### src/rtl/ffpa_ram.sv
`default_nettype none
module ffpa_ram #(
   parameter int WIDTH = 8,
   parameter int DEPTH = 16
) (
   input  wire logic                     clock,
   input  wire logic                     rd_en,
   input  wire logic [$clog2(DEPTH)-1:0] rd_addr,
   output logic      [WIDTH-1:0]         rd_data,
   input  wire logic                     wr_en,
   input  wire logic [$clog2(DEPTH)-1:0] wr_addr,
   input  wire logic [WIDTH-1:0]         wr_data
);
   logic [WIDTH-1:0] mem [DEPTH];

   always_ff @(posedge clock) begin
      if (wr_en) begin
         mem[wr_addr] <= wr_data;
      end
      if (rd_en) begin
         rd_data <= mem[rd_addr];
      end
   end
endmodule
`default_nettype wire

### config.mk
export PLATFORM = sky130hd
export DESIGN_NAME = ffpa_ram
export DESIGN_NICKNAME = d
export VERILOG_FILES = /design/src/rtl/ffpa_ram.sv
export SDC_FILE = /design/constraint.sdc
export NUM_CORES = 1
export LEC_CHECK = 0
export ABC_AREA = 1
export BUFFER_PORTS_ARGS = -buffer_cell sky130_fd_sc_hd__buf_2
export CAP_MARGIN = 30
export CORE_UTILIZATION = 30
export DETAILED_ROUTE_END_ITERATION = 8
export HOLD_SLACK_MARGIN = 0.15
export MAX_ROUTING_LAYER = met4
export SLEW_MARGIN = 5
export SYNTH_ARGS = -nofsm -noshare
export SYNTH_HDL_FRONTEND = slang
export SYNTH_SLANG_ARGS = --single-unit
export TNS_END_PERCENT = 5
### constraint.sdc
create_clock -name clock -period 1.35 [get_ports clock]
set_clock_uncertainty 0.15 [all_clocks]
set_input_delay 0.0675 -clock clock [delete_from_list [all_inputs] [get_ports clock]]
set_output_delay 0.0675 -clock clock [all_outputs]
set_load 0.01 [all_outputs]
==> impl_metrics.toml <==
[run_status]
status = "completed"

[route]
vias = 3828
drt-total-wl_um = 12770
iteration_count_of_the_initial_detailed_routing_pass = 4
dr.max_layer_used = "met4"
wirelength_met1_um = 5812
number_of_drc_markers_in_iteration_0 = 239
final_antenna_net_count = 0
detail_route.wl_per_cell_um = 14.20
met3RoutedLength_um = 817
routed_via_density = 4.258
detail_route.drc_violations = 0
met2_length_um = 5961

[logic_synthesis]
postSynthNetCount = 570
yosys_register_bits = 136
post_synth_cell_types = 11
synthesis.instances = 551
synth.avg_cell_area_um2 = 10.61
seq_area_frac_synth_pct = 69.85
ys.warnings.count = 0
synth_area_um2 = 5847

[floorplanning]
design.die.area_um2 = 20050
core.rowCount = 50
start_util_pct = 30.95
core_region_area_um2 = 18890
die_height_um = 141.6
die_x_um = 141.6
io_pins = 27

[layout]
fillCellCount = 1902
post_route_cells_drive_above_1_share_pct = 15.02
final_cells = 899
final_common_cell = "sky130_fd_sc_hd__nand2_1"
n_antenna_cell = 0
mostFrequentLayoutCells = "sky130_fd_sc_hd__nand2_1 (170), sky130_fd_sc_hd__edfxtp_1 (136), sky130_fd_sc_hd__inv_1 (100), sky130_fd_sc_hd__nand3_1 (96), sky130_fd_sc_hd__buf_2 (25)"
post-route-util_pct = 38.25
layout-area-overhead-vs-synth_pct = 23.60
nets = 645

[grt]
largest_net_degree_at_the_start_of_global_routing = 28
grt_pass1_vias = 3848
first_pass_grt_wire_length_um = 20430
globalRoute.totalOverflow = 0
grt_antenna_before_repair = 0
total_grt_usage_pct = 14.38

[critical_path]
timing.critical_path.slowest_cell_delay_ns = 0.53
cp-start-kind = "input port"
arrival_ns = 1.30
worst_setup_path_end_kind = "flip-flop"
timing.reg2reg.worst_path_depth = 6
regToRegSetupSlack_ns = 0.09
required_time_of_the_worst_setup_path_ns = 1.32
r2r-start = "mem[9][3]"
path_max_fanout = 8
path_cells = "dlygate4sd3_1 -> buf_2 -> nand3b_1 -> nor2_1 -> buf_6"
timing_worst_setup_path_type = "input port to flip-flop"
critPathSlowestCell = "sky130_fd_sc_hd__dlygate4sd3_1"
worst_r2r_endpoint = "rd_data[3]"

[hold_path]
min_from = "rd_addr[2]"
hp-class = "input port to flip-flop"
hold_path_depth = 5
worst_hold_path.endpoint = "rd_data[1]"

[clocking]
cts_buffers = 17
insertion_delay_ns = 0.42
htreeDepth = 4
clkSlewWorstSetupHoldPaths_ns = 0.05
cts_tree = "yes"
tritoncts_sinks = 136
clock_tree.root_cell = "sky130_fd_sc_hd__clkbuf_16"
number_of_buffers_on_the_longest_clock_path = 2

[sta]
maxClockFrequency_mhz = 752.0
hold_violations = 0
timing_max_transition_violations_final = 0
tightestPinTransition_ns = 0.5407
final.period_utilization_pct = 98.51
slew_headroom_pct = 63.90
grt_setup_unrepaired = "true"
finalSetupViolCount = 0
fin_tns_setup_ns = 0
period_minus_slack_ns = 1.330

[place]
place.gp.congestion = 0.7868
detailedPlacementHpwl_um = 8481
port_buffers = 26
numPlacedInstances = 849

[job]
max_cap_violations = 0

[power]
power.density_cell_area_nw_per_um2 = 1293
design_power_total_mw = 9.343
ir_drop_mv = 0.8946
p_leak_nw = 3.068
==> synthesized netlist by cell type (all sizes together) <==
master / count / area share (%)
buf: 24 / 2.8
nand3: 97 / 8.3
inv: 102 / 6.5
nand3b: 2 / 0.26
nand2: 173 / 11
edfxtp: 136 / 70
nor2: 17 / 1.1
==> layout make-up <==
cell class | count | area (µm²) | area share [%]
flip-flops and latches | 136 | 4084 | 56.51
inverters | 102 | 382.9 | 5.298
clock buffers | 19 | 432.9 | 5.990
multi-input cells | 289 | 1236 | 17.11
repair buffers | 80 | 701.9 | 9.713
well taps | 260 | 325.3 | 4.501
clock inverters | 13 | 63.81 | 0.8830
==> layer usage <==
layer | up-vias | track usage (%)
met5 | - | -
met2 | 105 | 22.63
met3 | 12 | 3.341
met4 | 0 | 5.320
met1 | 1779 | 18.09
li1 | 1932 | -
==> where the power goes <==
| group | switching [mW] | internal (mW) |
|---|---|---|
| sequential | 0.0266 | 4.76 |
| clock | 1.61 | 2.28 |
| combinational | 0.413 | 0.253 |
| total | 2.05 | 7.30 |
==> through the flow <==
stage / hold WS [ns] / cell area [µm²] / setup slack (ns)
6_report: 0.1571 / 7227 / 0.02015
5_1_grt: 0.1775 / 7227 / -0.03227
4_1_cts: 0.1561 / 7168 / 0.01601
3_5_place_dp: 0.3062 / 6481 / -0.1021
3_3_place_gp: 0.3047 / 6481 / -0.06942
2_1_floorplan: 0.01637 / 5847 / 0.1817
==> critical path, delay by kind of cell <==
| kind | cells | cell delay, ns |
|---|---|---|
| and+or+nand+nor | 2 | 0.39 |
| buffers and inverters | 3 | 0.84 |
==> repair_timing <==
action | CTS | global route
hold endpoints to repair | 185 | 0
hold buffers | 19 | 0
setup endpoints to repair | 0 | 62
gates resized for setup | 0 | 19
buffers inserted | 0 | 0
==> cells by family after synthesis <==
group / after synthesis / synth area share (%)
AND/OR/NAND/NOR: 289 / 20.76
flip-flops: 136 / 69.85
buffers and inverters: 126 / 9.394
==> sequential cells by signal, indices dropped and copies added, names as in the netlist <==
register and flops:
rd_data 8, mem 128
==> worst max path at each step <==
stage | start | end | slack (ns) | cells after the start
after global placement | rd_addr[1] | rd_data[2] | -0.07 | 7
after floorplan | wr_addr[2] | mem[10][0] | 0.18 | 2
after global routing | wr_addr[2] | mem[10][1] | -0.03 | 5
after CTS | wr_addr[2] | mem[8][7] | 0.02 | 5
final | wr_addr[2] | mem[11][7] | 0.02 | 5
after detailed placement | rd_addr[1] | rd_data[2] | -0.10 | 7
No activity file was read; power rests on OpenSTA's default activity.
