--- src/rtl/ffpa_pkg.sv ---
`default_nettype none
package ffpa_pkg;

   localparam int MAX_PAGES  = 1024;
   localparam int PAGE_SHIFT = 12;
   localparam int REF_BITS   = 16;

   localparam int IDX_W  = $clog2(MAX_PAGES);
   localparam int PTR_W  = IDX_W + 1;
   localparam int CNT_W  = 11;
   localparam int ADDR_W = 32;

   localparam logic [PTR_W-1:0]    NULL_PTR  = PTR_W'(MAX_PAGES);
   localparam logic [REF_BITS-1:0] REF_MAX   = '1;
   localparam logic [ADDR_W-1:0]   PAGE_MASK = ADDR_W'((64'd1 << PAGE_SHIFT) - 64'd1);

   localparam logic [1:0] OP_ALLOC = 2'd0;
   localparam logic [1:0] OP_SHARE = 2'd1;
   localparam logic [1:0] OP_FREE  = 2'd2;
   localparam logic [1:0] OP_QUERY = 2'd3;

   localparam logic [2:0] ST_OK       = 3'd0;
   localparam logic [2:0] ST_NOFIT    = 3'd1;
   localparam logic [2:0] ST_MISALIGN = 3'd2;
   localparam logic [2:0] ST_BELOW    = 3'd3;
   localparam logic [2:0] ST_ABOVE    = 3'd4;
   localparam logic [2:0] ST_FREE     = 3'd5;

   localparam logic REG_BASE = 1'b0;
   localparam logic REG_NUM  = 1'b1;

   typedef struct packed {
      logic [1:0]        op;
      logic [CNT_W-1:0]  page_count;
      logic [ADDR_W-1:0] phys_addr;
   } req_type;

   typedef struct packed {
      logic [2:0]        status;
      logic [ADDR_W-1:0] result_addr;
      logic              in_range;
   } rsp_type;

   typedef struct packed {
      logic [CNT_W-1:0]    len;
      logic [REF_BITS-1:0] refc;
      logic [PTR_W-1:0]    next;
      logic [PTR_W-1:0]    prev;
   } entry_type;

   localparam int ENTRY_W = $bits(entry_type);

   typedef struct packed {
      logic [ADDR_W-1:0] base_addr;
      logic [CNT_W-1:0]  num_pages;
      logic              reinit;
   } cfg_type;

   typedef struct packed {
      logic               rd_en;
      logic [IDX_W-1:0]   rd_addr;
      logic               wr_en;
      logic [IDX_W-1:0]   wr_addr;
      entry_type          wr_data;
   } mem_req_type;

endpackage
`default_nettype wire

--- src/rtl/ffpa_csr.sv ---
`default_nettype none
module ffpa_csr (
   input  wire logic                clock,
   input  wire logic                reset,
   input  wire logic                psel,
   input  wire logic                penable,
   input  wire logic                pwrite,
   input  wire logic [2:0]          paddr,
   input  wire logic [31:0]         pwdata,
   output logic      [31:0]         prdata,
   output logic                     pready,
   output ffpa_pkg::cfg_type        cfg
);
   logic [ffpa_pkg::ADDR_W-1:0] base_ff;
   logic [ffpa_pkg::CNT_W-1:0]  num_ff;
   logic [ffpa_pkg::CNT_W-1:0]  num_in;
   logic                        wr_stb;

   assign pready = 1'b1;
   assign wr_stb = psel & penable & pwrite;

   always_comb begin
      num_in = pwdata[ffpa_pkg::CNT_W-1:0];
      if (num_in == '0) begin
         num_in = ffpa_pkg::CNT_W'(1);
      end else if (32'(num_in) > ffpa_pkg::MAX_PAGES) begin
         num_in = ffpa_pkg::CNT_W'(ffpa_pkg::MAX_PAGES);
      end
   end

   always_ff @(posedge clock) begin
      if (reset) begin
         base_ff <= '0;
         num_ff  <= ffpa_pkg::CNT_W'(ffpa_pkg::MAX_PAGES);
      end else if (wr_stb) begin
         unique case (paddr[2])
            ffpa_pkg::REG_BASE: base_ff <= pwdata & ~ffpa_pkg::PAGE_MASK;
            ffpa_pkg::REG_NUM:  num_ff  <= num_in;
            default: ;
         endcase
      end
   end

   always_comb begin
      unique case (paddr[2])
         ffpa_pkg::REG_BASE: prdata = base_ff;
         ffpa_pkg::REG_NUM:  prdata = 32'(num_ff);
         default:            prdata = '0;
      endcase
   end

   assign cfg.base_addr = base_ff;
   assign cfg.num_pages = num_ff;
   assign cfg.reinit    = wr_stb;
endmodule
`default_nettype wire

--- config.mk ---
export PLATFORM = sky130hd
export DESIGN_NAME = ffpa_csr
export DESIGN_NICKNAME = d
export VERILOG_FILES = /design/src/rtl/ffpa_pkg.sv /design/src/rtl/ffpa_csr.sv
export SDC_FILE = /design/constraint.sdc
export NUM_CORES = 1
export LEC_CHECK = 0
export BUFFER_PORTS_ARGS = -buffer_cell sky130_fd_sc_hd__buf_4
export CORE_ASPECT_RATIO = 1.75
export CORE_MARGIN = 3
export CORE_UTILIZATION = 40
export CTS_CLUSTER_DIAMETER = 40
export CTS_CLUSTER_SIZE = 8
export DETAILED_ROUTE_END_ITERATION = 8
export GPL_TIMING_DRIVEN = 0
export PLACE_DENSITY_LB_ADDON = 0.25
export SKIP_CTS_REPAIR_TIMING = 1
export SLEW_MARGIN = 0
export SYNTH_ARGS = -nofsm -noshare
export SYNTH_HDL_FRONTEND = slang
export SYNTH_SLANG_ARGS = --single-unit
--- constraint.sdc ---
create_clock -name clock -period 1.9 [get_ports clock]
set_input_delay 0.38 -clock clock [delete_from_list [all_inputs] [get_ports clock]]
set_output_delay 0.38 -clock clock [all_outputs]
set_load 0.1 [all_outputs]
==> qor.txt, run 1 <==
Synth top area cells: dfxtp_1, nand2_1, a21oi_1
Leak: 1.18 nW
WL/cell: 12.7 µm
Area leader, netlist: dfxtp_1
Worst Max-Slew Pin Slew: 0.564 ns
# H-tree levels: 2
Sequential Area: 659 µm²
Final nets: 349
Initial drt markers: 17
CORE AREA: 3470 µm²
Die height: 86.5 µm
Setup TNS: 0 ns
Mapped Cells: 191
Placed inst area: 2530 µm²
Top cell by count, worst path: buf_4
CTS root buffer: clkbuf_8
Crit-path slowest cell: buf_2
Crit path capture type: output port
Maxcap violations: 0
Finished Cell Area: 2620 µm²
N_diodes: 0
Pin count of the biggest net entering global routing: 11
PwrDens: 638 nW/µm²
Total GRT Usage: 0.205
Tcrit/Tclk final: 0.956
Maximum clock insertion buffer count: 2
CP peak stage delay: 0.42 ns
Fraction of layout instances using a drive strength above 1: 0.615
Initial antenna violation count: 0
Yosys cell types: 21
Pins over their slew limit: 0
Post-Syn Area: 1480 µm²
WS Path Type: in2out
Hold Fails Final Rpt: 0
Worst setup SP type: input pin
Tightest Hold Check Type: in2reg
CTS Buf Count: 5
Final setup margin: 0.0830 ns
CP arrival: 1.44 ns
WP data required: 1.52 ns
DR vias/cell: 4.60
CP max FO: 10
Port bufs: 99
Max Clk Rate: 550 MHz
Area Overhead vs Synth: 76.8%
Status: finished clean
Filler Cells Inserted: 270
Multi-input gate area: 907 µm²
Delay-heaviest family, CP: buffers and inverters
Reg2Reg Setup Slack: 1.24 ns
Crit path buffers/inverters: 3
Synthesized area per cell: 7.75 µm²
Final Util: 0.755
TritonRoute pass-1 iters: 4
TritonCTS clock tree: done
Die Wd: 52.0 µm
DRC viols: 0
First-pass GRT wire length: 7.03 mm
Worst clock skew: 0 ns
CP cell instances: buf_4 -> buf_2 -> and2_2 -> buf_4
Slew headroom: 0.624
Post-Route WL: 4.50 mm
Post-DP HPWL: 3.56 mm
# setup viols final: 0
Congestion Overflow GR: 0
RSZ-0062 raised after global routing: no
Starting Density: 0.427
Row cnt: 28
Antenna Nets Post-Route: 0
Vias: 1630
I/O pin cnt: 117
Final Non-Filler Cells: 354
Pre-CTS setup slack: -0.256 ns
Max IR drop VDD: 550 µV
Placed Cells: 347
Die area: 4500 µm²
#FFs+latches synth: 31
Vias in the first global route: 1566
Minimum clock period: 1.82 ns
Sequential share of the synthesized area: 0.419
Worst-Skew Late Latency: 0.27 ns
Yosys warns: 0
Clock Sinks: 31
Clock slew at reported path FFs: 0.06 ns
Share of the synthesized area in the top cell type: 0.419
GPL Wtd Cong: 0.721
tightest hold or removal path, stage by stage:
cell and delay (ns):
buf_4 0.09, a31oi_1 0.05, nand2_1 0.05
layer usage:
metal / vias up / global-route usage / routed length [µm]
met1: 735 / 0.201 / 1530
met3: 2 / 0.0637 / 364
met2: 71 / 0.391 / 2590
met4: 0 / 0.0573 / 23
li1: 822 / - / -
met5: - / 0 / 0
cell families after synthesis:
group                  share of synthesized area
DFF                                        0.419
AOI/OAI and AO/OA                          0.109
and+or+nand+nor                            0.358
buffers and inverters                      0.109
other                                    0.00507
layout by cell type, fill, tap and decap left out, drive strengths merged:
cell / netlist / layout
nor2b: 20 / 20
nand4: 1 / 1
a31oi: 1 / 1
and4: 1 / 1
a21oi: 29 / 29
nand4b: 1 / 1
o311a: 1 / 1
clkinv: 0 / 1
nand3b: 9 / 9
conb: 2 / 14
clkbuf: 9 / 14
and2: 11 / 11
nand2b: 1 / 1
buf: 18 / 118
nand2: 51 / 51
dfxtp: 31 / 31
and4b: 1 / 1
or4: 1 / 1
nor4: 1 / 1
and3: 1 / 1
or3: 1 / 1
sequential cells by signal, indices dropped and copies added (netlist names):
name     count
base_ff     20
num_ff      11
cells in the mapped netlist (all sizes together):
master	n
nand2	51
dfxtp	31
a21oi	29
nor2b	20
buf	18
and2	11
clkbuf	9
nand3b	9
conb	2
a31oi	1
and3	1
and4	1
and4b	1
nand2b	1
nand4	1
nand4b	1
nor4	1
o311a	1
or3	1
or4	1
path summary, 6_finish.rpt:
path	startpoint	to	cells after the start
worst min register to register	num_ff[10]	num_ff[10]	2
worst max-delay path	paddr[2]	prdata[0]	4
worst max register to register	num_ff[0]	num_ff[0]	2
worst min-delay path	reset	num_ff[10]	3
stage by stage:
stage	power, W	hold WS, ns
finish	0.00167	0.330
global route	0.00174	0.320
CTS	0.00168	0.326
detailed placement	0.00118	0.442
global placement	0.00117	0.437
floorplan	0.00106	0.481
power by group:
part	switching, W	internal, W
Clock	0.000222	0.000284
Sequential	0.00000965	0.000665
Combinational	0.000363	0.000125
Total	0.000595	0.00107
layout make-up:
cell class / count / area share
buffer: 27 / 0.0626
sequential: 31 / 0.252
clock buffer: 6 / 0.0315
multi-input combinational: 145 / 0.347
tap: 45 / 0.0215
clock inverter: 1 / 0.00191
timing repair buffer: 99 / 0.284
Note: power is estimated with default switching activity, not from simulation.
==> inputs of run 2 (changes only) <==
Settings changed: ABC_AREA set to 1, MAX_ROUTING_LAYER set to met4.
==> qor.txt, run 2 <==
Status: finished clean
Area Overhead vs Synth: 73.7%
Die Wd: 52.2 µm
Synth Area in Simple Gates: 0.183
Clock Sinks: 31
Yosys cell types: 16
Maximum clock insertion buffer count: 2
Mux contribution to synthesized area: 0
Max Clk Rate: 567 MHz
Final nets: 374
CORE AREA: 3470 µm²
Worst clock skew: 0 ns
Design Power: 0.00176 W
Row cnt: 28
Worst Max-Slew Pin Slew: 0.565 ns
#FFs+latches synth: 31
Initial drt markers: 20
Slew headroom: 0.623
# setup viols final: 0
Synth top area cells: dfxtp_1, a21oi_1, inv_1
RSZ-0062 raised after global routing: no
Die height: 86.8 µm
Share of the synthesized area in the top cell type: 0.415
Total GRT Usage: 0.212
TritonCTS clock tree: done
Number of synthesized flops with an enable pin: 0
TritonRoute pass-1 iters: 4
DR vias/cell: 4.60
Area share of fa/ha/maj cells after synthesis: 0
Yosys warns: 0
Post-synthesis compound-gate area fraction: 0.188
WS Path Type: in2out
Area leader, netlist: dfxtp_1
Fraction of layout instances using a drive strength above 1: 0.546
Maxcap violations: 0
Main combinational cell family by area after synthesis: buffers and inverters
N_diodes: 0
GPL Wtd Cong: 0.787
Vias in the first global route: 1642
Main flop type after synthesis: dfxtp_1
I/O pin cnt: 117
Commonest non-fill, non-tap cell in the layout: buf_4
Antenna Nets Post-Route: 0
Placed inst area: 2510 µm²
Post-synth top cells: inv_1, dfxtp_1, a21oi_1, nor2_1, nand2_1
XOR/XNOR share of the synthesized area: 0
Worst setup SP type: input pin
Congestion Overflow GR: 0
PwrDens: 680 nW/µm²
Vias: 1748
Hold_ws: 0.373 ns
CTS Buf Count: 5
Starting Density: 0.431
Synthesized area per cell: 6.85 µm²
# H-tree levels: 2
Post-Route WL: 4.53 mm
Post-DP HPWL: 3.69 mm
Asr flop ratio synth: 0
Pin count of the biggest net entering global routing: 11
Tcrit/Tclk final: 0.928
CP arrival: 1.38 ns
Minimum clock period: 1.76 ns
CP max FO: 10
Leak: 1.30 nW
Crit path capture type: output port
Final Util: 0.748
Mapped Cells: 218
WL/cell: 11.9 µm
Largest Register: base_ff
Die area: 4530 µm²
Pre-CTS setup slack: 0.131 ns
Initial antenna violation count: 0
WP data required: 1.52 ns
Clock slew at reported path FFs: 0.06 ns
Post-Syn Area: 1490 µm²
Max IR drop VDD: 523 µV
Largest registers: base_ff x20, num_ff x11
Finished Cell Area: 2590 µm²
Worst-Skew Late Latency: 0.28 ns
Max FFs per register: 20
Tightest Hold Check Type: in2reg
First-pass GRT wire length: 7.07 mm
Pins over their slew limit: 0
CTS root buffer: clkbuf_8
Sequential share of the synthesized area: 0.415
Most frequent cells in the layout: buf_4, inv_1, a21oi_1, dfxtp_2, nand2_1
Final setup margin: 0.137 ns
Hold Fails Final Rpt: 0
Most common cell in the netlist: inv_1
DRC viols: 0
Port bufs: 97
## run 2: critical path, cell delays in order
cell and delay, ns:
buf_2 0.14, clkbuf_2 0.36, nor2_4 0.19, buf_4 0.30
## run 2: worst paths after layout
kind	slack, ns	depth (start not counted)	end	startpoint
hold reg to reg	0.48	2	num_ff[9]	num_ff[9]
hold / removal	0.37	3	num_ff[2]	pwdata[2]
setup reg to reg	1.27	2	num_ff[2]	num_ff[2]
setup / recovery	0.14	4	prdata[24]	paddr[2]
## run 2: cell type report
| class | instances | area (µm²) |
|---|---|---|
| Buffer | 27 | 175 |
| Timing Repair Buffer | 97 | 728 |
| Sequential cell | 31 | 658 |
| Clock buffer | 7 | 76.3 |
| Clock inverter | 1 | 5.00 |
| Tap cell | 45 | 56.3 |
| Multi-Input combinational cell | 135 | 757 |
| Inverter | 37 | 139 |
| Fill cell | 297 | 873 |
## run 2: routing by layer
| layer | global-route usage | share of wire |
|---|---|---|
| met1 | 0.188 | 0.32 |
| met2 | 0.410 | 0.58 |
| met3 | 0.0516 | 0.081 |
| met4 | 0.0767 | 0.018 |
| met5 | - | 0 |
## run 2: cell families (layout without fill, tap and decap cells)
| family | after synthesis | after routing |
|---|---|---|
| simple gates | 68 | 68 |
| buf+inv | 64 | 169 |
| compound gates | 53 | 53 |
| flops | 31 | 31 |
| other cells | 2 | 14 |
## run 2: power breakdown
part | internal [W] | switching (W)
clock | 0.000256 | 0.000225
combinational | 0.000137 | 0.000462
sequential | 0.000673 | 0.0000104
## run 2: per-stage QoR
| step | TNS [ns] | cells |
|---|---|---|
| final | 0 | 380 |
| after global routing | 0 | 380 |
| after CTS | 0 | 380 |
| after detailed placement | 0 | 372 |
| after global placement | 0 | 372 |
| after floorplan | -0.137 | 230 |
