$ cat src/rtl/ffpa_pkg.sv
`default_nettype none
package ffpa_pkg;

   localparam int MAX_PAGES  = 1024;
   localparam int PAGE_SHIFT = 12;
   localparam int REF_BITS   = 16;

   localparam int IDX_W  = $clog2(MAX_PAGES);
   localparam int PTR_W  = IDX_W + 1;
   localparam int CNT_W  = 11;
   localparam int ADDR_W = 32;

   localparam logic [PTR_W-1:0]    NULL_PTR  = PTR_W'(MAX_PAGES);
   localparam logic [REF_BITS-1:0] REF_MAX   = '1;
   localparam logic [ADDR_W-1:0]   PAGE_MASK = ADDR_W'((64'd1 << PAGE_SHIFT) - 64'd1);

   localparam logic [1:0] OP_ALLOC = 2'd0;
   localparam logic [1:0] OP_SHARE = 2'd1;
   localparam logic [1:0] OP_FREE  = 2'd2;
   localparam logic [1:0] OP_QUERY = 2'd3;

   localparam logic [2:0] ST_OK       = 3'd0;
   localparam logic [2:0] ST_NOFIT    = 3'd1;
   localparam logic [2:0] ST_MISALIGN = 3'd2;
   localparam logic [2:0] ST_BELOW    = 3'd3;
   localparam logic [2:0] ST_ABOVE    = 3'd4;
   localparam logic [2:0] ST_FREE     = 3'd5;

   localparam logic REG_BASE = 1'b0;
   localparam logic REG_NUM  = 1'b1;

   typedef struct packed {
      logic [1:0]        op;
      logic [CNT_W-1:0]  page_count;
      logic [ADDR_W-1:0] phys_addr;
   } req_type;

   typedef struct packed {
      logic [2:0]        status;
      logic [ADDR_W-1:0] result_addr;
      logic              in_range;
   } rsp_type;

   typedef struct packed {
      logic [CNT_W-1:0]    len;
      logic [REF_BITS-1:0] refc;
      logic [PTR_W-1:0]    next;
      logic [PTR_W-1:0]    prev;
   } entry_type;

   localparam int ENTRY_W = $bits(entry_type);

   typedef struct packed {
      logic [ADDR_W-1:0] base_addr;
      logic [CNT_W-1:0]  num_pages;
      logic              reinit;
   } cfg_type;

   typedef struct packed {
      logic               rd_en;
      logic [IDX_W-1:0]   rd_addr;
      logic               wr_en;
      logic [IDX_W-1:0]   wr_addr;
      entry_type          wr_data;
   } mem_req_type;

endpackage
`default_nettype wire

$ cat src/rtl/ffpa_engine.sv
`default_nettype none
module ffpa_engine (
   input  wire logic                 clock,
   input  wire logic                 reset,
   input  wire ffpa_pkg::cfg_type    cfg,
   input  wire logic                 req_valid,
   output logic                      req_ready,
   input  wire ffpa_pkg::req_type    req_data,
   output logic                      rsp_valid,
   input  wire logic                 rsp_ready,
   output ffpa_pkg::rsp_type         rsp_data,
   output ffpa_pkg::mem_req_type     mem,
   input  wire ffpa_pkg::entry_type  q
);
   typedef enum logic [3:0] {
      S_CLEAR, S_IDLE, S_A_RD, S_A_CHK, S_A_CUR, S_F_RD, S_F_CHK,
      S_M_NRD, S_M_NCHK, S_M_P, S_M_PCHK, S_M_WIDX, S_P_RD, S_P_WR, S_DONE
   } state_type;

   localparam int IW = ffpa_pkg::IDX_W;
   localparam int PW = ffpa_pkg::PTR_W;
   localparam int CW = ffpa_pkg::CNT_W;
   localparam int AW = ffpa_pkg::ADDR_W;
   localparam int PAGE_LOW = ffpa_pkg::PAGE_SHIFT;

   state_type            state_ff, ret_ff;
   logic [IW-1:0]        clr_ff;
   logic [1:0]           op_ff;
   logic [CW-1:0]        n_ff;
   logic [AW-1:0]        a_ff;
   logic [PW-1:0]        cur_ff, idx_ff, nw_ff, p_addr_ff, p_val_ff;
   logic [CW-1:0]        e_len_ff;
   logic [PW-1:0]        e_next_ff, e_prev_ff;
   logic [2:0]           st_ff;
   logic [AW-1:0]        addr_ff;
   logic                 inr_ff;
   logic                 rsp_valid_ff;
   ffpa_pkg::rsp_type    rsp_ff;

   logic                 hit, split, nw_ok;
   logic [CW:0]          nw_sum;
   logic [AW-1:0]        cur_addr;
   logic [AW-1:0]        off;
   logic [AW-PAGE_LOW-1:0] page;
   logic                 pg_in;
   logic [2:0]           chk_st;
   ffpa_pkg::entry_type  wd;

   assign hit    = (q.refc == '0) && (q.len >= n_ff);
   assign split  = q.len > n_ff;
   assign nw_sum = (CW+1)'(cur_ff) + (CW+1)'(n_ff);
   assign nw_ok  = 32'(nw_sum) < ffpa_pkg::MAX_PAGES;
   assign cur_addr = cfg.base_addr + (AW'(cur_ff[IW-1:0]) << PAGE_LOW);

   // Address decode for share, free and query
   assign off   = req_data.phys_addr - cfg.base_addr;
   assign page  = off[AW-1:PAGE_LOW];
   assign pg_in = 32'(page) < 32'(cfg.num_pages);

   always_comb begin
      if ((req_data.phys_addr & ffpa_pkg::PAGE_MASK) != '0) begin
         chk_st = ffpa_pkg::ST_MISALIGN;
      end else if (req_data.phys_addr < cfg.base_addr) begin
         chk_st = ffpa_pkg::ST_BELOW;
      end else if (!pg_in) begin
         chk_st = ffpa_pkg::ST_ABOVE;
      end else begin
         chk_st = ffpa_pkg::ST_OK;
      end
   end

   always_comb begin
      mem = '0;
      wd  = q;
      unique case (state_ff)
         S_CLEAR: begin
            mem.wr_en   = 1'b1;
            mem.wr_addr = clr_ff;
            wd.len  = (clr_ff == '0) ? cfg.num_pages : '0;
            wd.refc = '0;
            wd.next = ffpa_pkg::NULL_PTR;
            wd.prev = ffpa_pkg::NULL_PTR;
         end
         S_A_RD: begin
            mem.rd_en   = 1'b1;
            mem.rd_addr = cur_ff[IW-1:0];
         end
         S_A_CHK: begin
            if (hit && split && nw_ok) begin
               mem.wr_en   = 1'b1;
               mem.wr_addr = nw_sum[IW-1:0];
               wd.len  = q.len - n_ff;
               wd.refc = '0;
               wd.next = q.next;
               wd.prev = cur_ff;
            end else if (hit && !split) begin
               mem.wr_en   = 1'b1;
               mem.wr_addr = cur_ff[IW-1:0];
               wd.refc = ffpa_pkg::REF_BITS'(1);
            end
         end
         S_A_CUR: begin
            mem.wr_en   = 1'b1;
            mem.wr_addr = cur_ff[IW-1:0];
            wd.len  = n_ff;
            wd.refc = ffpa_pkg::REF_BITS'(1);
            wd.next = nw_ff;
            wd.prev = e_prev_ff;
         end
         S_F_RD: begin
            mem.rd_en   = 1'b1;
            mem.rd_addr = idx_ff[IW-1:0];
         end
         S_F_CHK: begin
            if (q.refc != '0) begin
               if (op_ff == ffpa_pkg::OP_SHARE) begin
                  mem.wr_en   = 1'b1;
                  mem.wr_addr = idx_ff[IW-1:0];
                  if (q.refc != ffpa_pkg::REF_MAX) begin
                     wd.refc = q.refc + 1'b1;
                  end
               end else if (q.refc > ffpa_pkg::REF_BITS'(1)) begin
                  mem.wr_en   = 1'b1;
                  mem.wr_addr = idx_ff[IW-1:0];
                  wd.refc = q.refc - 1'b1;
               end
            end
         end
         S_M_NRD: begin
            mem.rd_en   = 1'b1;
            mem.rd_addr = e_next_ff[IW-1:0];
         end
         S_M_P: begin
            mem.rd_en   = e_prev_ff < ffpa_pkg::NULL_PTR;
            mem.rd_addr = e_prev_ff[IW-1:0];
         end
         S_M_PCHK: begin
            if (q.refc == '0) begin
               mem.wr_en   = 1'b1;
               mem.wr_addr = e_prev_ff[IW-1:0];
               wd.len  = q.len + e_len_ff;
               wd.next = e_next_ff;
            end
         end
         S_M_WIDX: begin
            mem.wr_en   = 1'b1;
            mem.wr_addr = idx_ff[IW-1:0];
            wd.len  = e_len_ff;
            wd.refc = '0;
            wd.next = e_next_ff;
            wd.prev = e_prev_ff;
         end
         S_P_RD: begin
            mem.rd_en   = 1'b1;
            mem.rd_addr = p_addr_ff[IW-1:0];
         end
         S_P_WR: begin
            mem.wr_en   = 1'b1;
            mem.wr_addr = p_addr_ff[IW-1:0];
            wd.prev = p_val_ff;
         end
         default: ;
      endcase
      mem.wr_data = wd;
   end

   always_ff @(posedge clock) begin
      if (reset) begin
         state_ff     <= S_CLEAR;
         ret_ff       <= S_DONE;
         clr_ff       <= '0;
         rsp_valid_ff <= 1'b0;
      end else begin
         if (rsp_valid_ff && rsp_ready) begin
            rsp_valid_ff <= 1'b0;
         end
         if (cfg.reinit) begin
            state_ff <= S_CLEAR;
            clr_ff   <= '0;
         end else begin
            unique case (state_ff)
               S_CLEAR: begin
                  clr_ff <= clr_ff + 1'b1;
                  if (clr_ff == IW'(ffpa_pkg::MAX_PAGES - 1)) begin
                     state_ff <= S_IDLE;
                  end
               end
               S_IDLE: begin
                  if (req_valid) begin
                     op_ff   <= req_data.op;
                     n_ff    <= req_data.page_count;
                     a_ff    <= req_data.phys_addr;
                     cur_ff  <= '0;
                     idx_ff  <= PW'(page[IW-1:0]);
                     st_ff   <= ffpa_pkg::ST_OK;
                     addr_ff <= '0;
                     inr_ff  <= 1'b0;
                     case (req_data.op)
                        ffpa_pkg::OP_ALLOC: begin
                           if (req_data.page_count == '0) begin
                              st_ff    <= ffpa_pkg::ST_NOFIT;
                              state_ff <= S_DONE;
                           end else begin
                              state_ff <= S_A_RD;
                           end
                        end
                        ffpa_pkg::OP_QUERY: begin
                           addr_ff  <= req_data.phys_addr;
                           inr_ff   <= (req_data.phys_addr >= cfg.base_addr) && pg_in;
                           state_ff <= S_DONE;
                        end
                        default: begin
                           if (chk_st != ffpa_pkg::ST_OK) begin
                              st_ff    <= chk_st;
                              state_ff <= S_DONE;
                           end else begin
                              state_ff <= S_F_RD;
                           end
                        end
                     endcase
                  end
               end
               S_A_RD: state_ff <= S_A_CHK;
               S_A_CHK: begin
                  if (hit) begin
                     if (split) begin
                        if (nw_ok) begin
                           nw_ff     <= PW'(nw_sum);
                           e_prev_ff <= q.prev;
                           p_addr_ff <= q.next;
                           p_val_ff  <= PW'(nw_sum);
                           state_ff  <= S_A_CUR;
                        end else begin
                           st_ff    <= ffpa_pkg::ST_NOFIT;
                           state_ff <= S_DONE;
                        end
                     end else begin
                        addr_ff  <= cur_addr;
                        state_ff <= S_DONE;
                     end
                  end else begin
                     cur_ff <= q.next;
                     if (32'(q.next) < 32'(cfg.num_pages)) begin
                        state_ff <= S_A_RD;
                     end else begin
                        st_ff    <= ffpa_pkg::ST_NOFIT;
                        state_ff <= S_DONE;
                     end
                  end
               end
               S_A_CUR: begin
                  addr_ff <= cur_addr;
                  if (p_addr_ff < ffpa_pkg::NULL_PTR) begin
                     ret_ff   <= S_DONE;
                     state_ff <= S_P_RD;
                  end else begin
                     state_ff <= S_DONE;
                  end
               end
               S_F_RD: state_ff <= S_F_CHK;
               S_F_CHK: begin
                  e_len_ff  <= q.len;
                  e_next_ff <= q.next;
                  e_prev_ff <= q.prev;
                  if (q.refc == '0) begin
                     st_ff    <= ffpa_pkg::ST_FREE;
                     state_ff <= S_DONE;
                  end else begin
                     addr_ff <= a_ff;
                     if (op_ff == ffpa_pkg::OP_SHARE || q.refc > ffpa_pkg::REF_BITS'(1)) begin
                        state_ff <= S_DONE;
                     end else if (q.next < ffpa_pkg::NULL_PTR) begin
                        state_ff <= S_M_NRD;
                     end else begin
                        state_ff <= S_M_P;
                     end
                  end
               end
               S_M_NRD: state_ff <= S_M_NCHK;
               S_M_NCHK: begin
                  state_ff <= S_M_P;
                  if (q.refc == '0) begin
                     // absorb the free block that follows
                     e_len_ff  <= e_len_ff + q.len;
                     e_next_ff <= q.next;
                     if (q.next < ffpa_pkg::NULL_PTR) begin
                        p_addr_ff <= q.next;
                        p_val_ff  <= idx_ff;
                        ret_ff    <= S_M_P;
                        state_ff  <= S_P_RD;
                     end
                  end
               end
               S_M_P: begin
                  state_ff <= (e_prev_ff < ffpa_pkg::NULL_PTR) ? S_M_PCHK : S_M_WIDX;
               end
               S_M_PCHK: begin
                  state_ff <= S_M_WIDX;
                  if (q.refc == '0 && e_next_ff < ffpa_pkg::NULL_PTR) begin
                     p_addr_ff <= e_next_ff;
                     p_val_ff  <= e_prev_ff;
                     ret_ff    <= S_M_WIDX;
                     state_ff  <= S_P_RD;
                  end
               end
               S_M_WIDX: state_ff <= S_DONE;
               S_P_RD:   state_ff <= S_P_WR;
               S_P_WR:   state_ff <= ret_ff;
               S_DONE: begin
                  // hold until the output register is free
                  if (!rsp_valid_ff) begin
                     rsp_ff.status      <= st_ff;
                     rsp_ff.result_addr <= addr_ff;
                     rsp_ff.in_range    <= inr_ff;
                     rsp_valid_ff       <= 1'b1;
                     state_ff           <= S_IDLE;
                  end
               end
               default: state_ff <= S_IDLE;
            endcase
         end
      end
   end

   assign req_ready = (state_ff == S_IDLE);
   assign rsp_valid = rsp_valid_ff;
   assign rsp_data  = rsp_ff;
endmodule
`default_nettype wire

$ cat config.mk
export PLATFORM = sky130hd
export DESIGN_NAME = ffpa_engine
export DESIGN_NICKNAME = d
export VERILOG_FILES = /design/src/rtl/ffpa_pkg.sv /design/src/rtl/ffpa_engine.sv
export SDC_FILE = /design/constraint.sdc
export NUM_CORES = 1
export LEC_CHECK = 0
export ABC_AREA = 0
export BUFFER_PORTS_ARGS = -buffer_cell sky130_fd_sc_hd__buf_2
export CORE_MARGIN = 2
export CORE_UTILIZATION = 40
export CTS_BUF_LIST = sky130_fd_sc_hd__clkbuf_4
export CTS_CLUSTER_SIZE = 24
export DETAILED_ROUTE_END_ITERATION = 8
export SLEW_MARGIN = 10
export SYNTH_ARGS = -nofsm -noshare
export SYNTH_HDL_FRONTEND = slang
export SYNTH_SLANG_ARGS = --single-unit
$ cat constraint.sdc
create_clock -name clock -period 16 [get_ports clock]
set_input_delay 2.4 -clock clock [delete_from_list [all_inputs] [get_ports clock]]
set_output_delay 2.4 -clock clock [all_outputs]
set_load 0.01 [all_outputs]
==> results of run 1 <==
## stage by stage
stage | util [%] | setup WS [ns]
detailed placement | 45.4 | 7.48
global placement | 45.4 | 7.59
global route | 47.7 | 7.22
floorplan | - | 8.98
finish | 47.7 | 7.33
CTS | 47.6 | 7.48
## kinds of logic (layout without fill, tap and decap cells)
| group | Yosys count | in the layout | synth area share (%) |
|---|---|---|---|
| compound gates | 582 | 582 | 24.8 |
| simple gates | 546 | 546 | 16.4 |
| flops | 222 | 222 | 40.9 |
| buf+inv | 194 | 498 | 4.78 |
| fa+ha+maj | 105 | 105 | 8.47 |
| xor+xnor | 51 | 51 | 2.81 |
| mux | 30 | 30 | 1.92 |
| other cells | 0 | 8 | 0 |
## cell type report
| type | instances | area [sq um] | area share, % |
|---|---|---|---|
| repair buffers | 275 | 1440 | 7.75 |
| inverters | 109 | 409 | 2.20 |
| flip-flops and latches | 222 | 6490 | 34.9 |
| diodes | 8 | 20.0 | 0.108 |
| clock inverters | 22 | 196 | 1.06 |
| clock buffers | 92 | 691 | 3.72 |
| well taps | 518 | 648 | 3.49 |
| multi-input cells | 1314 | 8680 | 46.7 |
## flip-flops by register name, summed over array words and instances (netlist names)
signal     cells
rsp_data      36
a_ff          32
addr_ff       32
cur_ff        11
e_len_ff      11
e_next_ff     11
e_prev_ff     11
n_ff          11
nw_ff         11
p_addr_ff     11
p_val_ff      11
clr_ff        10
idx_ff        10
state_ff       4
ret_ff         3
st_ff          3
op_ff          2
inr_ff         1
rsp_valid      1
## worst paths after layout
path / endpoint
setup / recovery: mem[2]
hold / removal: rsp_data[25]
setup reg to reg: e_prev_ff[5]
hold reg to reg: rsp_data[25]
## per-layer routing
metal / track usage [%] / up-vias / share of wire, %
met5: 0 / - / 0.076
met4: 9.93 / 6 / 3.1
met3: 6.28 / 117 / 9.6
met2: 42.3 / 765 / 44
met1: 38.3 / 7426 / 43
li1: - / 7164 / -
## layout by cell type (no fill, tap or decap), types with 11 or more instances in the layout
master / count
nand2b_1: 14
o21ai_0: 141
a22oi_1: 29
nor3_1: 34
a31oi_1: 18
o211ai_1: 16
mux2i_1: 26
a21boi_0: 17
a22o_1: 22
nor4_1: 14
xnor2_1: 31
a211oi_1: 13
nand3_1: 43
a21o_1: 23
a221oi_1: 11
buf_2: 250
nand4_1: 30
a222oi_1: 34
nor2_1: 145
inv_1: 108
or3_1: 11
ha_1: 101
and2_1: 20
nor2b_1: 18
xor2_1: 20
a221o_1: 24
nand2_1: 168
edfxtp_1: 204
a21oi_1: 140
buf_4: 25
o21a_1: 13
clkbuf_4: 92
dfxtp_1: 18
## cell usage after synthesis, types with 31 or more instances
| cell type | number | area (sq um) |
|---|---|---|
| clkbuf_1 | 69 | 259 |
| ha_1 | 101 | 1260 |
| xnor2_1 | 31 | 272 |
| nor3_1 | 39 | 195 |
| a222oi_1 | 34 | 340 |
| o21ai_0 | 142 | 711 |
| nor2_1 | 147 | 552 |
| nand3_1 | 43 | 215 |
| inv_1 | 108 | 405 |
| a21oi_1 | 140 | 701 |
| edfxtp_1 | 204 | 6130 |
| nand2_1 | 168 | 631 |
## power groups by stage
| stage | Sequential (W) | Clock, W | Combinational [W] |
|---|---|---|---|
| finish | 0.000631 | 0.000599 | 0.000195 |
| floorplan | 0.000643 | 0 | 0.000118 |
| CTS | 0.000631 | 0.000614 | 0.000193 |
| detailed placement | 0.000643 | 0 | 0.000192 |
| global placement | 0.000643 | 0 | 0.000189 |
| global route | 0.000630 | 0.000640 | 0.000214 |
==> impl_metrics.json, run 1 <==
{
  "status": "finished clean",
  "synth_edf_count": 204,
  "async_reset_ff_share_pct": 0,
  "arrival_ns": 6.27,
  "switching_power_w": 0.000388,
  "initial_core_util_pct": 40.8,
  "grt_pass1_wl_mm": 87.7,
  "rows": 72,
  "post_drt_via_cell_ratio": 6.05,
  "fillers": 3834,
  "cp_slowest_cell": "and3_1",
  "clk_latency_ns": 0.74,
  "cts.sinks": 222,
  "numPortBuffers": 250,
  "synth_area_sq_um": 15900,
  "final_area_sq_um": 18600,
  "firstDrtPassIters": 7,
  "crit_path_cell_trace": "buf_2, nor4_1, and4_1, nand2_1, o311ai_1, and3_1, nor2_2, or2_1, a221o_1, buf_2",
  "ios": 251,
  "cp_common_cell": "buf_2",
  "grt_pass1_vias": 14500,
  "pwr-share-comb_pct": 13.7,
  "cp-start-kind": "input port",
  "swShare_pct": 27.2,
  "vias": 15500,
  "rsz0062_at_grt": "no",
  "worstSetupStartpoint": "q[26]",
  "holdWs_ns": 0.414,
  "drive_gt1_share_pct": 20.2,
  "cp_top_family": "simple AND/OR/NAND/NOR gates",
  "path_max_fanout": 19,
  "skew_ns": 0.0418,
  "worst_slew_pin_slew_ns": 1.29,
  "slew_violations": 0,
  "clockPowerShare_pct": 42.1,
  "relSlewSlack_pct": 13.7,
  "place_area_sq_um": 17700,
  "grt_usage_pct": 27.7,
  "ys_ff_latch": 222,
  "h-tree-depth": 3,
  "synthCells": 1730,
  "period_needed_ns": 8.67,
  "drt_iter0_drc": 1922,
  "p_seq_share_pct": 44.3,
  "final_cells": 2560,
  "grt_max_degree": 57,
  "reg2reg_from": "cur_ff[0]",
  "hpwl_mm": 44.0,
  "nets": 2235,
  "fin_tns_setup_ns": 0,
  "cts_setup_buffers": 0,
  "cts-root-buf": "clkbuf_4",
  "cts_tree": "yes",
  "clockBufferDepth": 3,
  "max_stage_delay_ns": 0.83,
  "place_congestion": 0.962,
  "r2r_cells": 10,
  "antenna_left": 0,
  "ff2ff_setup_slack_ns": 10.94,
  "die_h_um": 203,
  "grt_overflow": 0,
  "crit_cells": 10,
  "period_share_pct": 54.2,
  "powerDensity_nw_per_um2": 76.7,
  "hold_depth": 0,
  "wirelength_mm": 58.1,
  "antenna_found_initial": 11,
  "cp.required_ns": 13.60,
  "final-setup-viol-count": 0,
  "die_x_um": 203,
  "p_int_w": 0.00104,
  "clk_pin_slew_ns": 0.06,
  "die_area_sq_um": 41300,
  "fmax_mhz": 115,
  "syn_avg_cell_area_sq_um": 9.17,
  "ir_drop_mv": 0.0530,
  "yosysSeqAreaShare_pct": 40.9,
  "synth_warnings": 0,
  "ctsResizeCount": 0,
  "dp.cells": 2438,
  "finalHoldViolCount": 0,
  "synthFlopType": "edfxtp_1",
  "min_path_type": "reg2reg",
  "synth_nets": 1977,
  "hold_buffers": 0,
  "coreArea_sq_um": 38900,
  "hold_start": "addr_ff[24]",
  "total_power_w": 0.00142,
  "wl_per_cell_um": 22.7,
  "crit_buf_inv": 2,
  "critPathKind": "in2out",
  "drcViolationCount": 0,
  "maxCapViolCount": 0,
  "endpoint_kind": "primary output",
  "ys_types": 79,
  "cts_made_buffers": 66,
  "area_growth_pct": 17.0,
  "p_leak_nw": 7.68
}
Note: power is estimated with default switching activity, not from simulation.
==> run 2, diff against run 1 <==
--- a/config.mk
+++ b/config.mk
@@ -5,7 +5,7 @@
 export SDC_FILE = /design/constraint.sdc
 export NUM_CORES = 1
 export LEC_CHECK = 0
-export ABC_AREA = 0
+export ABC_AREA = 1
 export BUFFER_PORTS_ARGS = -buffer_cell sky130_fd_sc_hd__buf_2
 export CORE_MARGIN = 2
 export CORE_UTILIZATION = 40
==> constraint.sdc (replaced) <==
create_clock -name clock -period 8.9 [get_ports clock]
set_input_delay 1.335 -clock clock [delete_from_list [all_inputs] [get_ports clock]]
set_output_delay 1.335 -clock clock [all_outputs]
set_load 0.01 [all_outputs]
==> impl_metrics.json, run 2 <==
{
  "powerDensity_nw_per_um2": 135,
  "clockBufferDepth": 3,
  "final_area_sq_um": 19300,
  "grt_pass1_wl_mm": 95.4,
  "fin_tns_setup_ns": 0,
  "drive_gt1_share_pct": 17.1,
  "vias": 16700,
  "period_share_pct": 71.1,
  "layout_commonest_cell": "nand2_1",
  "place_area_sq_um": 18300,
  "maxCapViolCount": 0,
  "cp.required_ns": 7.57,
  "synth_most_common_cell": "nand2_1",
  "synth_area_sq_um": 16500,
  "fmax_mhz": 158,
  "relSlewSlack_pct": 17.6,
  "cts_made_buffers": 67,
  "min_path_type": "reg2reg",
  "coreArea_sq_um": 40700,
  "mostFrequentLayoutCells": "578 x nand2_1, 326 x inv_1, 250 x buf_2, 204 x edfxtp_1, 179 x nor2_1",
  "cts.sinks": 222,
  "hold_buffers": 0,
  "numPortBuffers": 250,
  "place_congestion": 0.979,
  "clk_pin_slew_ns": 0.07,
  "final-setup-viol-count": 0,
  "endpoint_kind": "primary output",
  "firstDrtPassIters": 7,
  "yosysTopAreaCell": "edfxtp_1",
  "rows": 74,
  "area_growth_pct": 17.0,
  "async_reset_ff_share_pct": 0,
  "critPathKind": "in2out",
  "ys_ff_latch": 222,
  "yosysSeqAreaShare_pct": 39.4,
  "ys_types": 57,
  "drt_iter0_drc": 1585,
  "worst_slew_pin_slew_ns": 1.23,
  "postLayoutCoreUtil_pct": 47.3,
  "synth_warnings": 0,
  "die_area_sq_um": 42800,
  "grt_pass1_vias": 16000,
  "wirelength_mm": 65.2,
  "status": "finished clean",
  "initial_core_util_pct": 40.4,
  "syn_avg_cell_area_sq_um": 7.65,
  "cts-root-buf": "clkbuf_4",
  "antenna_found_initial": 6,
  "ir_drop_mv": 0.0824,
  "skew_ns": 0.0748,
  "drcViolationCount": 0,
  "antenna_left": 0,
  "grt_overflow": 0,
  "die_h_um": 207,
  "fillers": 4247,
  "synthCells": 2151,
  "largest_reg_flops": 36,
  "wl_per_cell_um": 21.5,
  "total_power_w": 0.00261,
  "rsz0062_at_grt": "no",
  "slew_violations": 0,
  "ios": 251,
  "ctsResizeCount": 0,
  "path_max_fanout": 38,
  "nets": 2687,
  "synthTopCellsByArea": "edfxtp_1 37%, nand2_1 13%, ha_1 7.7%",
  "cts_tree": "yes",
  "grt_usage_pct": 30.1,
  "die_x_um": 207,
  "grt_max_degree": 57,
  "yosysTopAreaCellShare_pct": 37.2,
  "h-tree-depth": 3,
  "post_drt_via_cell_ratio": 5.52,
  "period_needed_ns": 6.33,
  "p_leak_nw": 8.81,
  "clk_latency_ns": 0.77,
  "cts_setup_buffers": 0,
  "synthFlopType": "edfxtp_1",
  "synth_edf_count": 204,
  "synth_nets": 2398,
  "finalHoldViolCount": 0,
  "post_synth_most_frequent_cells": "578 x nand2_1, 326 x inv_1, 204 x edfxtp_1",
  "cp-start-kind": "input port",
  "hpwl_mm": 51.2,
  "arrival_ns": 5.00
}
run 2: changes by cell type after synthesis, moves of 24 or more:
cell,before,now
a21oi_1,140,97
a221o_1,24,0
a222oi_1,34,0
clkbuf_1,69,31
inv_1,108,326
mux2i_1,26,0
nand2_1,168,578
nand3_1,43,105
nor2_1,147,184
o211ai_1,16,58
o21ai_0,142,102
run 2: cell type report:
type / count / area, sq um / share of cell area, %
diodes: 5 / 12.5 / 0.0650
clock buffers: 94 / 706 / 3.66
clock inverters: 22 / 200 / 1.04
inverters: 342 / 1280 / 6.67
multi-input cells: 1541 / 8530 / 44.3
flip-flops and latches: 222 / 6490 / 33.7
well taps: 532 / 666 / 3.46
repair buffers: 266 / 1370 / 7.12
run 2: kinds of logic (layout without fill, tap and decap cells):
family,after synthesis,in the layout,synth area share [%]
other,0,5,0
XOR/XNOR,41,41,2.18
adder cells (fa/ha/maj),105,105,8.17
AO/OA/AOI/OAI,420,420,16.3
flip-flops,222,222,39.4
buffers and inverters,388,724,9.12
AND/OR/NAND/NOR,975,975,24.8
run 2: worst paths after layout:
| check | startpoint | to | slack [ns] | cells past startpoint |
|---|---|---|---|---|
| setup / recovery | q[23] | mem[51] | 2.57 | 16 |
| hold / removal | addr_ff[21] | rsp_data[22] | 0.38 | 0 |
| setup reg to reg | cur_ff[8] | p_val_ff[2] | 5.06 | 11 |
| hold reg to reg | addr_ff[21] | rsp_data[22] | 0.38 | 0 |
run 2: critical path, stage by stage:
cell and delay, ns:
buf_2 0.12, inv_1 0.15, ha_1 0.23, nand2_2 0.10, nor2_4 0.15, nand2_2 0.36
clkinv_2 0.28, nand2_4 0.09, nor2_2 0.10, inv_2 0.06, nor2_4 0.75, inv_2 0.47
nand2_1 0.16, nand2_1 0.16, o221ai_1 0.25, buf_2 0.17
run 2: layer usage:
layer | vias to the layer above | track usage, % | part of all wire, %
li1 | 7958 | - | -
met1 | 7838 | 38.7 | 42
met2 | 763 | 49.6 | 47
met3 | 141 | 6.37 | 8.4
met4 | 2 | 11.8 | 3.3
met5 | - | 0 | 0.020
run 2: power breakdown:
group / switching (W) / total (W) / internal (W)
Combinational: 0.000252 / 0.000383 / 0.000131
Sequential: 0.000000360 / 0.00113 / 0.00113
Clock: 0.000484 / 0.00109 / 0.000604
Total: 0.000736 / 0.00261 / 0.00187
run 2: through the flow:
stage,worst slack (ns),hold WS [ns],std cells
3_5_place_dp,2.63,0.405,2903
5_1_grt,2.28,0.372,3024
4_1_cts,2.63,0.373,3019
3_3_place_gp,2.83,0.402,2903
2_1_floorplan,4.21,0.400,2151
6_report,2.57,0.378,3024
